### config.mk
export PLATFORM = sky130hd
export DESIGN_NAME = linear_interp_resampler
export DESIGN_NICKNAME = d
export VERILOG_FILES = /design/src/rtl/lir_pkg.sv /design/src/rtl/lir_cmd_queue.sv /design/src/rtl/lir_front.sv /design/src/rtl/lir_back.sv /design/src/rtl/lir_res_queue.sv /design/src/rtl/linear_interp_resampler.sv
export SDC_FILE = /design/constraint.sdc
export NUM_CORES = 1
export LEC_CHECK = 0
export ABC_AREA = 1
export BUFFER_PORTS_ARGS = -buffer_cell sky130_fd_sc_hd__buf_4
export CORE_MARGIN = 4
export CORE_UTILIZATION = 38
export DETAILED_ROUTE_END_ITERATION = 6
export GPL_TIMING_DRIVEN = 0
export PLACE_DENSITY = 0.53
export SYNTH_ARGS = -nofsm -noshare
export SYNTH_HDL_FRONTEND = slang
export SYNTH_SLANG_ARGS = --single-unit
### constraint.sdc
create_clock -name i_clk -period 11.9 [get_ports i_clk]
set_input_delay 1.19 -clock i_clk [delete_from_list [all_inputs] [get_ports i_clk]]
set_output_delay 1.19 -clock i_clk [all_outputs]
set_load 0.05 [all_outputs]
### src/rtl/lir_pkg.sv
// shared constants, types and helpers of the linear interpolation resampler
package lir_pkg;

    localparam int FRAME_MAX   = 4096;
    localparam int TABLE_ROWS  = 256;
    localparam int SAMPLE_W    = 16;
    localparam int FRAC_W      = 32;
    localparam int INC_W       = 40;
    localparam int PHASE_W     = 45;
    localparam int LEN_W       = 13;
    localparam int CNT_W       = 12;
    localparam int IDX_W       = PHASE_W - FRAC_W;
    localparam int ROW_W       = $clog2(TABLE_ROWS);
    localparam int MAX_RESULTS = 64;
    localparam int RUN_W       = $clog2(MAX_RESULTS);
    localparam int DIFF_W      = SAMPLE_W + 1;
    localparam int PROD_W      = DIFF_W + ROW_W + 1;
    localparam int CMDQ_DEPTH  = 2;
    localparam int CMDQ_PTR_W  = $clog2(CMDQ_DEPTH);
    localparam int CMDQ_CNT_W  = $clog2(CMDQ_DEPTH + 1);
    localparam int RESQ_DEPTH  = 4;
    localparam int RESQ_PTR_W  = $clog2(RESQ_DEPTH);
    localparam int RESQ_CNT_W  = $clog2(RESQ_DEPTH + 1);
    localparam int CFG_IDX_W   = 1;
    localparam int CFG_DATA_W  = INC_W;

    localparam logic [INC_W-1:0] INC_RESET = INC_W'(64'd1 << FRAC_W);
    localparam logic [LEN_W-1:0] LEN_RESET = LEN_W'(FRAME_MAX);

    typedef enum logic [CFG_IDX_W-1:0] {
        REG_PHASE_INC = 1'b0,
        REG_FRAME_LEN = 1'b1
    } t_reg;

    typedef struct packed {
        logic signed [SAMPLE_W-1:0] cur;
        logic signed [SAMPLE_W-1:0] prev;
        logic [CNT_W-1:0]           j;
        logic                       last;
        logic [LEN_W-1:0]           limit;
    } t_cmd;

    typedef struct packed {
        logic signed [SAMPLE_W-1:0] out_sample;
        logic                       last_of_run;
        logic                       frame_done;
    } t_res;

    typedef struct packed {
        logic last_of_run;
        logic frame_done;
    } t_flags;

    function automatic logic [LEN_W-1:0] eff_len(input logic [LEN_W-1:0] fl);
        logic [LEN_W-1:0] r;
        if (fl == '0) begin
            r = LEN_W'(1);
        end else if (fl > LEN_W'(FRAME_MAX)) begin
            r = LEN_W'(FRAME_MAX);
        end else begin
            r = fl;
        end
        return r;
    endfunction

endpackage

### src/rtl/lir_cmd_queue.sv
// short command queue between the front and the back of the resampler
module lir_cmd_queue (
    input  logic          i_clk,
    input  logic          i_rst_n,
    input  logic          i_push,
    input  lir_pkg::t_cmd i_data,
    output logic          o_full,
    input  logic          i_pop,
    output lir_pkg::t_cmd o_data,
    output logic          o_empty
);
    import lir_pkg::*;

    t_cmd                  r_mem [CMDQ_DEPTH];
    logic [CMDQ_PTR_W-1:0] r_wr;
    logic [CMDQ_PTR_W-1:0] r_rd;
    logic [CMDQ_CNT_W-1:0] r_cnt;
    logic                  do_push;
    logic                  do_pop;

    assign o_full  = (r_cnt == CMDQ_CNT_W'(CMDQ_DEPTH));
    assign o_empty = (r_cnt == '0);
    assign o_data  = r_mem[r_rd];
    assign do_push = i_push && !o_full;
    assign do_pop  = i_pop && !o_empty;

    always_ff @(posedge i_clk) begin
        if (do_push) begin
            r_mem[r_wr] <= i_data;
        end
    end

    always_ff @(posedge i_clk) begin
        if (!i_rst_n) begin
            r_wr  <= '0;
            r_rd  <= '0;
            r_cnt <= '0;
        end else begin
            if (do_push) begin
                r_wr <= r_wr + CMDQ_PTR_W'(1);
            end
            if (do_pop) begin
                r_rd <= r_rd + CMDQ_PTR_W'(1);
            end
            if (do_push && !do_pop) begin
                r_cnt <= r_cnt + CMDQ_CNT_W'(1);
            end else if (do_pop && !do_push) begin
                r_cnt <= r_cnt - CMDQ_CNT_W'(1);
            end
        end
    end

endmodule

### src/rtl/lir_front.sv
// input side: counts samples of the frame and classifies each one
module lir_front (
    input  logic                               i_clk,
    input  logic                               i_rst_n,
    input  logic                               i_push,
    output logic                               o_full,
    input  logic signed [lir_pkg::SAMPLE_W-1:0] i_sample,
    input  logic [lir_pkg::LEN_W-1:0]          i_len,
    input  logic                               i_q_pop,
    output lir_pkg::t_cmd                      o_q_data,
    output logic                               o_q_empty
);
    import lir_pkg::*;

    logic [CNT_W-1:0]           r_icnt;
    logic signed [SAMPLE_W-1:0] r_prev;
    logic                       accept;
    logic [LEN_W-1:0]           j_next;
    logic                       is_last;
    t_cmd                       cmd;

    assign accept  = i_push && !o_full;
    assign j_next  = LEN_W'(r_icnt) + LEN_W'(1);
    assign is_last = (j_next >= i_len);

    always_comb begin
        cmd.cur   = i_sample;
        cmd.prev  = r_prev;
        cmd.j     = r_icnt;
        cmd.last  = is_last;
        cmd.limit = is_last ? j_next : LEN_W'(r_icnt);
    end

    always_ff @(posedge i_clk) begin
        if (!i_rst_n) begin
            r_icnt <= '0;
            r_prev <= '0;
        end else if (accept) begin
            r_icnt <= is_last ? '0 : r_icnt + CNT_W'(1);
            r_prev <= i_sample;
        end
    end

    lir_cmd_queue u_cmdq (
        .i_clk   (i_clk),
        .i_rst_n (i_rst_n),
        .i_push  (accept),
        .i_data  (cmd),
        .o_full  (o_full),
        .i_pop   (i_q_pop),
        .o_data  (o_q_data),
        .o_empty (o_q_empty)
    );

endmodule

### src/rtl/lir_back.sv
// output side: steps the read phase and interpolates one result per cycle while the result queue has room
module lir_back (
    input  logic                              i_clk,
    input  logic                              i_rst_n,
    input  logic [lir_pkg::INC_W-1:0]         i_inc,
    input  logic [lir_pkg::LEN_W-1:0]         i_len,
    input  lir_pkg::t_cmd                     i_q_data,
    input  logic                              i_q_empty,
    output logic                              o_q_pop,
    input  logic [lir_pkg::RESQ_CNT_W-1:0]    i_res_cnt,
    output logic                              o_res_we,
    output lir_pkg::t_res                     o_res
);
    import lir_pkg::*;

    logic                       r_busy;
    t_cmd                       r_cmd;
    logic [RUN_W-1:0]           r_n;
    logic [PHASE_W-1:0]         r_phase;
    logic [LEN_W-1:0]           r_ocnt;

    logic                       r_va;
    logic signed [SAMPLE_W-1:0] r_a;
    logic signed [DIFF_W-1:0]   r_d;
    logic [ROW_W-1:0]           r_row;
    t_flags                     r_fa;

    logic                       r_vb;
    logic signed [SAMPLE_W-1:0] r_ab;
    logic signed [PROD_W-1:0]   r_prod;
    t_flags                     r_fb;

    logic [IDX_W-1:0]           idx;
    logic                       cont;
    logic [PHASE_W-1:0]         n_phase;
    logic [LEN_W-1:0]           n_ocnt;
    logic                       cont_nx;
    logic                       run_full;
    logic                       is_final;
    logic                       over;
    logic [RESQ_CNT_W:0]        in_use;
    logic                       space;
    logic                       issue;
    logic                       finish;
    logic signed [SAMPLE_W-1:0] a_sel;
    t_flags                     flags;
    logic signed [PROD_W-1:0]   sum;
    logic signed [PROD_W-1:0]   rnd;

    assign o_q_pop  = !r_busy && !i_q_empty;

    assign idx      = r_phase[PHASE_W-1:FRAC_W];
    assign cont     = (r_ocnt < i_len) && (LEN_W'(idx) < r_cmd.limit);
    assign n_phase  = r_phase + PHASE_W'(i_inc);
    assign n_ocnt   = r_ocnt + LEN_W'(1);
    assign cont_nx  = (n_ocnt < i_len) && (LEN_W'(n_phase[PHASE_W-1:FRAC_W]) < r_cmd.limit);
    assign run_full = (r_n == RUN_W'(MAX_RESULTS - 1));
    assign is_final = !cont_nx || run_full;
    assign over     = run_full && cont_nx;

    assign in_use   = (RESQ_CNT_W+1)'(i_res_cnt) + (RESQ_CNT_W+1)'(r_va)
                    + (RESQ_CNT_W+1)'(r_vb);
    assign space    = in_use < (RESQ_CNT_W+1)'(RESQ_DEPTH);
    assign issue    = r_busy && cont && space;
    assign finish   = (r_busy && !cont) || (issue && is_final);

    assign a_sel    = (LEN_W'(idx) >= LEN_W'(r_cmd.j)) ? r_cmd.cur : r_cmd.prev;

    always_comb begin
        flags.last_of_run = is_final;
        flags.frame_done  = (n_ocnt >= i_len) || over || (is_final && r_cmd.last);
    end

    // sequencer over the outputs of one sample
    always_ff @(posedge i_clk) begin
        if (!i_rst_n) begin
            r_busy  <= 1'b0;
            r_n     <= '0;
            r_phase <= '0;
            r_ocnt  <= '0;
        end else begin
            if (o_q_pop) begin
                r_busy <= 1'b1;
                r_n    <= '0;
            end
            if (issue) begin
                r_n     <= r_n + RUN_W'(1);
                r_phase <= n_phase;
                r_ocnt  <= over ? i_len : n_ocnt;
            end
            if (finish) begin
                r_busy <= 1'b0;
                if (r_cmd.last) begin
                    r_phase <= '0;
                    r_ocnt  <= '0;
                end
            end
        end
    end

    always_ff @(posedge i_clk) begin
        if (o_q_pop) begin
            r_cmd <= i_q_data;
        end
    end

    // interpolation pipeline valid bits
    always_ff @(posedge i_clk) begin
        if (!i_rst_n) begin
            r_va <= 1'b0;
            r_vb <= 1'b0;
        end else begin
            r_va <= issue;
            r_vb <= r_va;
        end
    end

    always_ff @(posedge i_clk) begin
        r_a    <= a_sel;
        r_d    <= DIFF_W'(r_cmd.cur) - DIFF_W'(a_sel);
        r_row  <= r_phase[FRAC_W-1 -: ROW_W];
        r_fa   <= flags;
        r_ab   <= r_a;
        r_prod <= PROD_W'(r_d) * $signed(PROD_W'(r_row));
        r_fb   <= r_fa;
    end

    // a*rows + (b-a)*row, then divide by rows truncating toward zero
    assign sum = $signed({{(PROD_W-SAMPLE_W-ROW_W){r_ab[SAMPLE_W-1]}}, r_ab, ROW_W'(0)}) + r_prod;
    assign rnd = sum + (sum[PROD_W-1] ? PROD_W'(TABLE_ROWS - 1) : PROD_W'(0));

    assign o_res_we = r_vb;
    always_comb begin
        o_res.out_sample  = rnd[ROW_W +: SAMPLE_W];
        o_res.last_of_run = r_fb.last_of_run;
        o_res.frame_done  = r_fb.frame_done;
    end

endmodule

### src/rtl/lir_res_queue.sv
// result queue that faces the output ports
module lir_res_queue (
    input  logic                           i_clk,
    input  logic                           i_rst_n,
    input  logic                           i_we,
    input  lir_pkg::t_res                  i_data,
    output logic [lir_pkg::RESQ_CNT_W-1:0] o_cnt,
    input  logic                           i_pop,
    output lir_pkg::t_res                  o_data,
    output logic                           o_empty
);
    import lir_pkg::*;

    t_res                  r_mem [RESQ_DEPTH];
    logic [RESQ_PTR_W-1:0] r_wr;
    logic [RESQ_PTR_W-1:0] r_rd;
    logic [RESQ_CNT_W-1:0] r_cnt;
    logic                  do_pop;

    assign o_cnt   = r_cnt;
    assign o_empty = (r_cnt == '0);
    assign o_data  = r_mem[r_rd];
    assign do_pop  = i_pop && !o_empty;

    always_ff @(posedge i_clk) begin
        if (i_we) begin
            r_mem[r_wr] <= i_data;
        end
    end

    always_ff @(posedge i_clk) begin
        if (!i_rst_n) begin
            r_wr  <= '0;
            r_rd  <= '0;
            r_cnt <= '0;
        end else begin
            if (i_we) begin
                r_wr <= r_wr + RESQ_PTR_W'(1);
            end
            if (do_pop) begin
                r_rd <= r_rd + RESQ_PTR_W'(1);
            end
            if (i_we && !do_pop) begin
                r_cnt <= r_cnt + RESQ_CNT_W'(1);
            end else if (do_pop && !i_we) begin
                r_cnt <= r_cnt - RESQ_CNT_W'(1);
            end
        end
    end

endmodule

### src/rtl/linear_interp_resampler.sv
// top level of the linear interpolation resampler with its config registers
// path: a request goes through the command queue, the back sequencer, the 2-stage
//   multiply and the result queue; the back sequencer loads one sample at a time
//   and issues its results one per cycle while the result queue has room
// reset: synchronous active low; clears phase, counts and queues, sets the
//   increment to 1.0 and the frame length to 4096
module linear_interp_resampler (
    input  logic                                 i_clk,
    input  logic                                 i_rst_n,
    input  logic                                 push,
    output logic                                 full,
    input  logic signed [lir_pkg::SAMPLE_W-1:0]  i_sample,
    output logic                                 empty,
    input  logic                                 pop,
    output logic signed [lir_pkg::SAMPLE_W-1:0]  o_out_sample,
    output logic                                 o_last_of_run,
    output logic                                 o_frame_done,
    input  logic                                 i_cfg_we,
    input  logic [lir_pkg::CFG_IDX_W-1:0]        i_cfg_idx,
    input  logic [lir_pkg::CFG_DATA_W-1:0]       i_cfg_data
);
    import lir_pkg::*;

    logic [INC_W-1:0]      r_inc;
    logic [LEN_W-1:0]      r_flen;
    logic [LEN_W-1:0]      len;
    t_cmd                  q_data;
    logic                  q_empty;
    logic                  q_pop;
    logic [RESQ_CNT_W-1:0] res_cnt;
    logic                  res_we;
    t_res                  res_in;
    t_res                  res_out;

    always_ff @(posedge i_clk) begin
        if (!i_rst_n) begin
            r_inc  <= INC_RESET;
            r_flen <= LEN_RESET;
        end else if (i_cfg_we) begin
            unique case (t_reg'(i_cfg_idx))
                REG_PHASE_INC: r_inc  <= i_cfg_data[INC_W-1:0];
                REG_FRAME_LEN: r_flen <= i_cfg_data[LEN_W-1:0];
            endcase
        end
    end

    assign len = eff_len(r_flen);

    lir_front u_front (
        .i_clk     (i_clk),
        .i_rst_n   (i_rst_n),
        .i_push    (push),
        .o_full    (full),
        .i_sample  (i_sample),
        .i_len     (len),
        .i_q_pop   (q_pop),
        .o_q_data  (q_data),
        .o_q_empty (q_empty)
    );

    lir_back u_back (
        .i_clk     (i_clk),
        .i_rst_n   (i_rst_n),
        .i_inc     (r_inc),
        .i_len     (len),
        .i_q_data  (q_data),
        .i_q_empty (q_empty),
        .o_q_pop   (q_pop),
        .i_res_cnt (res_cnt),
        .o_res_we  (res_we),
        .o_res     (res_in)
    );

    lir_res_queue u_resq (
        .i_clk   (i_clk),
        .i_rst_n (i_rst_n),
        .i_we    (res_we),
        .i_data  (res_in),
        .o_cnt   (res_cnt),
        .i_pop   (pop),
        .o_data  (res_out),
        .o_empty (empty)
    );

    assign o_out_sample  = res_out.out_sample;
    assign o_last_of_run = res_out.last_of_run;
    assign o_frame_done  = res_out.frame_done;

endmodule

Yosys cells after proc, flatten, opt, wreduce, memory -nomap -nowiden
Memory sizes are Yosys's and may differ from the RTL's. A register that Yosys moved wholly into a read port is not among the register bits.
Cells that the tools add are included.
{"block": "totals", "regBits": 246, "ram_bits": 188, "inputBits": 62, "out_inout_bits": 20, "elab_cells": 124, "memories": 2}
{"name": "u_front.u_cmdq.r_mem", "depth": 2, "word_bits": 58, "read_ports": 1, "rd_clocked_by_memory_dff": 1, "wr": 1, "line": "lir_cmd_queue.sv:14", "text": "t_cmd r_mem [CMDQ_DEPTH];"}
{"name": "u_resq.r_mem", "depth": 4, "word_bits": 18, "read_ports": 1, "rd_clocked_by_memory_dff": 1, "wr": 1, "line": "lir_res_queue.sv:14", "text": "t_res r_mem [RESQ_DEPTH];"}
{"block": "op_classes", "n_addsub": 18, "n_mul": 1, "n_lt_le_gt_ge": 9, "n_eq_ne": 2, "muxes": 25, "bitwise": 2, "reduce_logical": 40}
{"op": "45-bit two-way mux", "count": 3}
{"op": "13-bit two-way mux", "count": 7}
{"op": "13-bit less-than comparator", "count": 4}
{"op": "45-bit by 40-bit adder with 45-bit output", "count": 1}
{"op": "24-bit by 26-bit adder with 26-bit output", "count": 1}
{"op": "13-bit greater-or-equal comparator", "count": 2}
{"op": "17-bit by 9-bit multiplier with 26-bit output", "count": 1}
{"op": "24-bit adder", "count": 1}
{"op": "1-bit logical AND", "count": 17}
{"op": "16-bit by 16-bit subtractor with 17-bit output", "count": 1}
{"op": "16-bit two-way mux", "count": 1}
{"op": "12-bit by 1-bit adder with 13-bit output, second input constant", "count": 1}
{"op": "13-bit by 1-bit adder with 13-bit output, second input constant", "count": 1}
{"op": "13-bit by 12-bit greater-or-equal comparator with 1-bit output", "count": 1}
{"op": "13-bit greater-than comparator, second input constant", "count": 1}
{"op": "13-bit zero test", "count": 1}
{"op": "12-bit by 1-bit adder with 12-bit output, second input constant", "count": 1}
{"op": "12-bit two-way mux", "count": 1}
{"op": "6-bit two-way mux", "count": 2}
{"op": "1-bit zero test", "count": 10}
{"op": "2-bit two-way mux", "count": 4}
{"op": "8-bit two-way mux", "count": 1}
{"op": "2-bit by 1-bit adder with 2-bit output, second input constant", "count": 3}
{"op": "6-bit by 1-bit adder with 6-bit output, second input constant", "count": 1}
{"op": "other kinds (18)", "count": 30}

Depth between registers and ports, before layout
Gate-level depths: netlist of run 1.
{"block": "logic_depth", "word_depth": 10, "ltp_mapped": 29, "mapped_depth_nobuf": 27}

Modules after synthesis
From an unflattened synthesis of run 1, not the netlist that was laid out.
{"block": "unflattened", "cells_unflattened": 3381, "hier_area_um2": 29602.1}
{"mod": "lir_back", "n_inst": 1, "cells_per_inst": 2392, "area_each_um2": 18062.3, "seq_area_each_um2": 4824.6}
{"mod": "lir_cmd_queue", "n_inst": 1, "cells_per_inst": 218, "area_each_um2": 4501.8, "seq_area_each_um2": 3583.4}
{"mod": "lir_res_queue", "n_inst": 1, "cells_per_inst": 237, "area_each_um2": 3169.3, "seq_area_each_um2": 2342.2}
{"mod": "linear_interp_resampler", "n_inst": 1, "cells_per_inst": 262, "area_each_um2": 2048.2, "seq_area_each_um2": 1061.0}
{"mod": "lir_front", "n_inst": 1, "cells_per_inst": 272, "area_each_um2": 1820.5, "seq_area_each_um2": 560.5}

Least setup slack after synthesis of run 1
OpenSTA, ideal clock, no wires.
{"block": "synth_path", "path_type": "register to register", "startpoint": "reg u_back.r_row[2]", "endpoint": "reg u_back.r_prod[25]", "setup_ns": 0.123, "arrival_ns": 4.507, "required_time_ns": 11.777, "path_slack_ns": 7.269, "path_stages_with_launch": 20, "n_path_buf": 2, "period_less_slack_ns": 4.631, "path_cell_list": "dfxtp_1 clkbuf_1 clkbuf_1 nand2_1 fa_1 inv_1 fa_1 inv_1 fa_1 inv_1 fa_1 ha_1 nand2_1 nor2_1 nand4_1 o211ai_1 a31oi_1 o21ai_0 a21oi_1 xor2_1"}
{"block": "synth_between", "elab_chain_cells": 1}
{"item": "start: declaration", "line": "lir_back.sv:25", "text": "logic [ROW_W-1:0] r_row;"}
{"item": "start signal: assignment", "line": "lir_back.sv:121", "text": "r_row <= r_phase[FRAC_W-1 -: ROW_W];"}
{"item": "17-bit by 9-bit multiplier with 26-bit output", "line": "lir_back.sv:124", "text": "r_prod <= PROD_W'(r_d) * $signed(PROD_W'(r_row));"}
{"item": "end signal: assignment", "line": "lir_back.sv:124"}
{"item": "end: declaration", "line": "lir_back.sv:30", "text": "logic signed [PROD_W-1:0] r_prod;"}
Every way passes these cells.
A chain may end at the register's enable or synchronous reset.

Worst setup path after layout of run 1
{"block": "layout_path", "startpoint": "reg u_back.r_row[0]", "endpoint": "reg u_back.r_prod[25]"}
The elaborated chain is that of the path after synthesis.

==> impl_metrics.py, run 1 <==
metrics = {
    "timing": {
        "max_freq_mhz": 179,
        "slew_violations": 0,
        "grt_setup_unrepaired": "no",
        "holdWs_ns": 0.323,
        "relSlewSlack_pct": 23.1,
        "setup_violations": 0,
        "timing.final.crit_share_pct": 47.1,
        "skew_ns": 0.0498,
        "fin_crit_ns": 5.60,
        "fin_tns_setup_ns": 0,
        "worstMarginPinSlew_ns": 1.15,
        "finalHoldViolations": 0,
    },
    "floorplan": {
        "boundaryPins": 82,
        "core_um2": 76100,
        "rows": 101,
        "start_util_pct": 38.4,
        "die_area_um2": 81500,
        "fp.dieW_um": 285,
        "die_h_um": 285,
    },
    "clocking": {
        "cts_setup_buffers": 0,
        "cts_buffers": 54,
        "insertion_delay_ns": 0.62,
        "clock_sinks": 494,
        "cts_buffer_depth": 3,
        "ctsResizeCount": 0,
        "cts_tree": "done",
        "path_clk_slew_ns": 0.06,
        "htree_levels": 2,
        "ctsHoldBuffers": 0,
        "root_buffer": "clkbuf_16",
    },
    "global_route": {
        "antenna_found_initial": 3,
        "grt_pass1_vias": 21800,
        "grt_pass1_wl_um": 120000,
        "grt_remaining_overflow": 0,
        "grt_max_degree": 32,
        "grt.total_usage_pct": 18.3,
    },
    "placement": {
        "port_buffers": 81,
        "place_hpwl_um": 57900,
        "place.gp.congestion": 0.903,
    },
    "power_and_ir_drop": {
        "p_leak_uw": 0.0155,
        "p_per_area_nw_per_um2": 286,
        "ir_drop_mv": 0.164,
    },
    "yosys": {
        "postSynthNetCount": 3824,
        "synthTopCellsByArea": "edfxtp_1, dfxtp_1, nand2_1, ha_1, fa_1",
        "synth.distinct_cells": 54,
        "synth.top_cell.area_share_pct": 25.3,
        "synth_top_area_cell": "edfxtp_1",
        "ys_warn_count": 0,
        "synth_cells": 3432,
        "seq_area_frac_synth_pct": 42.2,
        "avgSynthCellArea_um2": 8.52,
        "syn-cell-area_um2": 29200,
        "synth_seq_cells": 494,
    },
    "setup_path": {
        "critPathArrivalTime_ns": 6.14,
        "crit_type": "reg -> reg",
        "start_kind": "flop",
        "end_kind": "flop",
        "worstPathRequired_ns": 12.44,
        "crit_fanout": 10,
    },
    "detailed_routing": {
        "wire_per_inst_um": 15.9,
        "vias": 22100,
        "dr.pass1.iters": 5,
        "antenna_left": 0,
        "first_iter_violations": 1362,
        "wl_um": 74200,
        "vias_per_cell": 4.74,
        "drc": 0,
    },
    "layout": {
        "drive_gt1_share_pct": 6.88,
        "fillerInstances": 7695,
        "fin_nets": 3967,
        "area_growth_pct": 13.4,
    },
    "run": {
        "drv_cap": 0,
    },
    "worst_hold_path": {
        "hold_class": "reg -> reg",
    },
    "status": {
        "status": "completed",
    },
}
registers in the layout, summed over array words and instances (netlist names), 3 cells and up, named ones only:
register / cells
u_back.r_d: 17
u_back.r_n: 6
u_front.r_icnt: 12
u_front.r_prev: 16
u_back.r_prod: 26
r_inc: 40
u_resq.o_cnt: 3
r_flen: 13
u_back.r_row: 8
u_resq.r_mem: 72
u_back.r_phase: 45
u_back.r_ab: 16
u_front.u_cmdq.r_mem: 116
u_back.r_ocnt: 13
u_back.r_cmd: 58
u_back.r_a: 16
synthesized netlist by cell type, drive strengths merged:
library cell,instances
nand2,758
inv,523
nor2,394
o21ai,260
dfxtp,248
edfxtp,246
ha,218
a21oi,163
fa,112
clkbuf,98
nand3,92
xor2,73
nand4,40
xnor2,30
nor3,24
a21o,19
a31oi,19
o22ai,19
buf,13
nor4,11
o21bai,10
o211ai,7
a211oi,6
a21boi,6
o31ai,5
or2,5
clkinv,4
mux2i,4
nand3b,4
o221ai,4
a22oi,3
and3,3
o21a,3
a31o,2
o2111ai,2
a221oi,1
and2,1
nor3b,1
nor4b,1
through the flow:
stage | power, uW | area, um^2 | cells | worst slack, ns | utilization [%]
global route | 10400 | 33200 | 4650 | 5.85 | 43.6
finish | 9480 | 33200 | 4651 | 6.30 | 43.6
detailed placement | 7870 | 31300 | 4549 | 6.23 | 41.1
CTS | 9610 | 33200 | 4650 | 6.27 | 43.6
floorplan | 6380 | 29200 | 3432 | 7.27 | -
global placement | 7830 | 31100 | 4543 | 5.20 | 40.9
routing by layer:
layer / part of all wire [%] / wire length, um / global-route usage (%) / up-vias
li1: - / - / - / 11400
met1: 47 / 34600 / 24.9 / 10200
met2: 48 / 35300 / 31.3 / 360
met3: 3.8 / 2820 / 2.46 / 84
met4: 1.9 / 1420 / 3.93 / 0
met5: 0 / 0 / 0 / -
cells by family (layout without fill, tap and decap cells):
logic type | count (synthesis) | after routing | synth area share, %
buffers and inverters | 638 | 826 | 8.45
AND/OR/NAND/NOR | 1334 | 1334 | 19.2
other | 0 | 1 | 0
adder cells (fa/ha/maj) | 330 | 330 | 17.0
flip-flops | 494 | 494 | 42.2
multiplexers | 4 | 4 | 0.137
AO/OA/AOI/OAI | 529 | 529 | 9.89
XOR/XNOR | 103 | 103 | 3.08
where the power goes:
part           switching [uW]  internal, uW  total, uW
Sequential                202          2450       2650
Clock                     706           994       1700
Combinational            3410          1710       5120
Total                    4320          5160       9480
worst max-delay path, cell delays in order (launching register included):
cell and delay [ns]:
dfxtp_1 0.31, clkbuf_1 0.45, clkbuf_1 0.50, nand2_1 0.14, fa_1 0.48, fa_1 0.52, inv_1 0.04, ha_1 0.27
inv_1 0.05, fa_1 0.59, inv_1 0.06, ha_1 0.28, nand2_1 0.06, nor2_1 0.04, a211oi_1 0.61, o211ai_1 0.24
a31oi_1 0.34, o21ai_0 0.21, a21oi_1 0.19, xor2_1 0.18
cell usage in the layout, fill, tap and decap left out, types with 5 or more instances in the layout:
cell type / count
nand2_1: 747
inv_1: 522
nor2_1: 361
o21ai_0: 257
dfxtp_1: 248
edfxtp_1: 246
ha_1: 218
a21oi_1: 159
fa_1: 112
clkbuf_1: 99
nand3_1: 90
buf_4: 82
xor2_1: 73
clkbuf_16: 57
nand4_1: 40
nor2_4: 33
xnor2_1: 30
nor3_1: 24
a21o_1: 19
a31oi_1: 19
o22ai_1: 19
clkinv_2: 12
nor4_1: 11
clkinv_1: 10
o21bai_1: 10
nand2_2: 8
clkbuf_8: 8
o211ai_1: 7
buf_12: 7
a211oi_1: 6
a21boi_0: 5
o31ai_1: 5
buf_2: 5
area by class of cell:
type                       instances  area (um^2)  area share [%]
tap                             1030         1290            3.89
inverter                         527         1980            5.97
antenna                            1         2.50         0.00755
clock buffer                      70         1560            4.69
sequential                       494        12400            37.3
timing repair buffer              87          743            2.24
buffer                           111          492            1.48
clock inverter                    31          293           0.883
multi-input combinational       2300        14400            43.6
worst paths after layout:
path | start | to | slack (ns) | cells past startpoint
worst max register to register | u_back.r_row[0] | u_back.r_prod[25] | 6.30 | 19
worst min-delay path | u_back.r_a[7] | u_back.r_ab[7] | 0.32 | 0
worst max-delay path | u_back.r_row[0] | u_back.r_prod[25] | 6.30 | 19
worst min register to register | u_back.r_a[7] | u_back.r_ab[7] | 0.32 | 0
Power figures use the tool's default switching activity.
==> run 2: changes to the inputs <==
Clock period 11.9 ns to 5.8 ns, I/O delays scaled along.
==> impl_metrics.py, run 2 (synthesized netlist as in run 1, its figures left out) <==
metrics = {
    "power_and_ir_drop": {
        "ir_drop_mv": 0.338,
        "p_leak_uw": 0.0155,
        "p_per_area_nw_per_um2": 586,
    },
    "layout": {
        "final_common_cell": "nand2_1",
        "fin_nets": 3967,
        "fillerInstances": 7690,
        "area_growth_pct": 13.4,
        "final_cell_mix": "nand2_1, inv_1, nor2_1",
        "top_regs": "u_front.u_cmdq.r_mem x116, u_resq.r_mem x72, u_back.r_cmd x58",
        "drive_gt1_share_pct": 7.07,
        "regMostFlops": "u_front.u_cmdq.r_mem",
        "finalNonFillerCells": 4651,
        "largest_register_ffs": 116,
    },
    "global_route": {
        "grt_max_degree": 32,
        "antenna_found_initial": 3,
        "grt_remaining_overflow": 0,
        "grt.total_usage_pct": 18.3,
        "grt_pass1_vias": 21800,
        "grt_pass1_wl_um": 120000,
    },
    "placement": {
        "place_inst": 4549,
        "place.gp.congestion": 0.903,
        "place_hpwl_um": 57900,
        "port_buffers": 81,
    },
    "detailed_routing": {
        "vias": 22100,
        "dr.pass1.iters": 5,
        "met3_length_um": 2800,
        "wire_per_inst_um": 15.9,
        "antenna_left": 0,
        "met1_length_um": 34600,
        "drc": 0,
        "wl_um": 74200,
        "highest_layer": "met4",
        "routed-wl-met2_um": 35400,
        "vias_per_cell": 4.75,
        "first_iter_violations": 1357,
    },
    "setup_path": {
        "start_kind": "flop",
        "crit_type": "reg -> reg",
        "crit_fanout": 10,
        "crit_top_cell": "fa_1",
        "cpPeakStageDelay_ns": 0.55,
        "slowest_stage": "fa_1",
        "critPathArrivalTime_ns": 5.92,
        "end_kind": "flop",
        "worstPathRequired_ns": 6.34,
        "crit_path_cell_trace": "clkbuf_1 -> clkbuf_2 -> nand2_1 -> fa_1 -> inv_1 -> fa_1 -> inv_1 -> fa_1 -> inv_1 -> fa_1 -> ha_1 -> a21oi_1 -> nor2_1 -> a211oi_1 -> o211ai_1 -> a31oi_1 -> o21ai_0 -> a21oi_1 -> xor2_1",
    },
    "worst_hold_path": {
        "hold_class": "in -> reg",
    },
    "timing": {
        "relSlewSlack_pct": 23.0,
        "fin_crit_ns": 5.37,
        "finalHoldViolations": 0,
        "timing.final.crit_share_pct": 92.6,
        "slew_violations": 0,
        "skew_ns": 0.0500,
        "fin_tns_setup_ns": 0,
        "setup_violations": 0,
        "grt_setup_unrepaired": "no",
        "max_freq_mhz": 186,
        "worstMarginPinSlew_ns": 1.15,
    },
    "floorplan": {
        "boundaryPins": 82,
        "start_util_pct": 38.4,
        "core_um2": 76100,
        "rows": 101,
        "die_h_um": 285,
        "fp.dieW_um": 285,
        "die_area_um2": 81500,
    },
    "clocking": {
        "ctsHoldBuffers": 0,
        "cts_tree": "done",
        "cts_buffers": 54,
        "root_buffer": "clkbuf_16",
        "ctsResizeCount": 0,
        "clock_sinks": 494,
        "cts_setup_buffers": 0,
        "htree_levels": 2,
        "cts_buffer_depth": 3,
        "insertion_delay_ns": 0.62,
        "path_clk_slew_ns": 0.06,
    },
    "run": {
        "drv_cap": 0,
    },
    "status": {
        "status": "completed",
    },
}
==> run 2: cell count changes in the layout (fill, tap and decap cells not counted) <==
cell      previous run  this run
a211oi_2             0         1
a211oi_1             6         5
clkbuf_2             4        10
clkbuf_1            99        93
==> run 2: power breakdown <==
group | switching (uW) | internal (uW)
Sequential | 414 | 5030
Combinational | 6990 | 3520
Clock | 1450 | 2040
Total | 8860 | 10600
==> run 2: per-layer routing <==
metal / up-vias / track usage (%)
met3: 84 / 2.46
met1: 10300 / 24.9
met4: 0 / 3.93
met5: - / 0
met2: 357 / 31.3
li1: 11400 / -
==> run 2: final timing paths <==
path                         from                           to  slack [ns]  depth (start not counted)
hold reg to reg     u_back.r_a[7]               u_back.r_ab[7]        0.32                          0
setup reg to reg  u_back.r_row[2]            u_back.r_prod[25]        0.43                         19
hold / removal        i_sample[5]  u_front.u_cmdq.r_mem[0][47]        0.17                          1
setup / recovery  u_back.r_row[2]            u_back.r_prod[25]        0.43                         19
==> run 2: per-stage QoR <==
stage	hold WS, ns	utilization (%)	area (um^2)	worst slack [ns]	total power [uW]
finish	0.173	43.6	33200	0.427	19400
detailed placement	0.312	41.1	31300	0.130	16100
floorplan	0.310	-	29200	1.17	13100
global route	0.139	43.6	33200	0.0197	21400
CTS	0.134	43.6	33200	0.168	19700
global placement	0.312	40.9	31100	-0.626	16100
==> run 2: worst max-delay path, delay by kind of cell (launching register included) <==
kind | cells | cell delay, ns
buf+inv | 5 | 0.94
simple gates | 2 | 0.18
xor+xnor | 1 | 0.18
compound gates | 6 | 1.39
fa+ha+maj | 5 | 2.34
flops | 1 | 0.30
==> run 2: layout make-up <==
class	count	area (um^2)	area share, %
sequential	494	12400	37.2
tap	1030	1290	3.89
clock buffer	70	1560	4.69
buffer	111	499	1.51
inverter	527	1980	5.96
multi-input combinational	2300	14500	43.6
timing repair buffer	87	743	2.24
antenna	1	2.50	0.00755
clock inverter	31	293	0.883
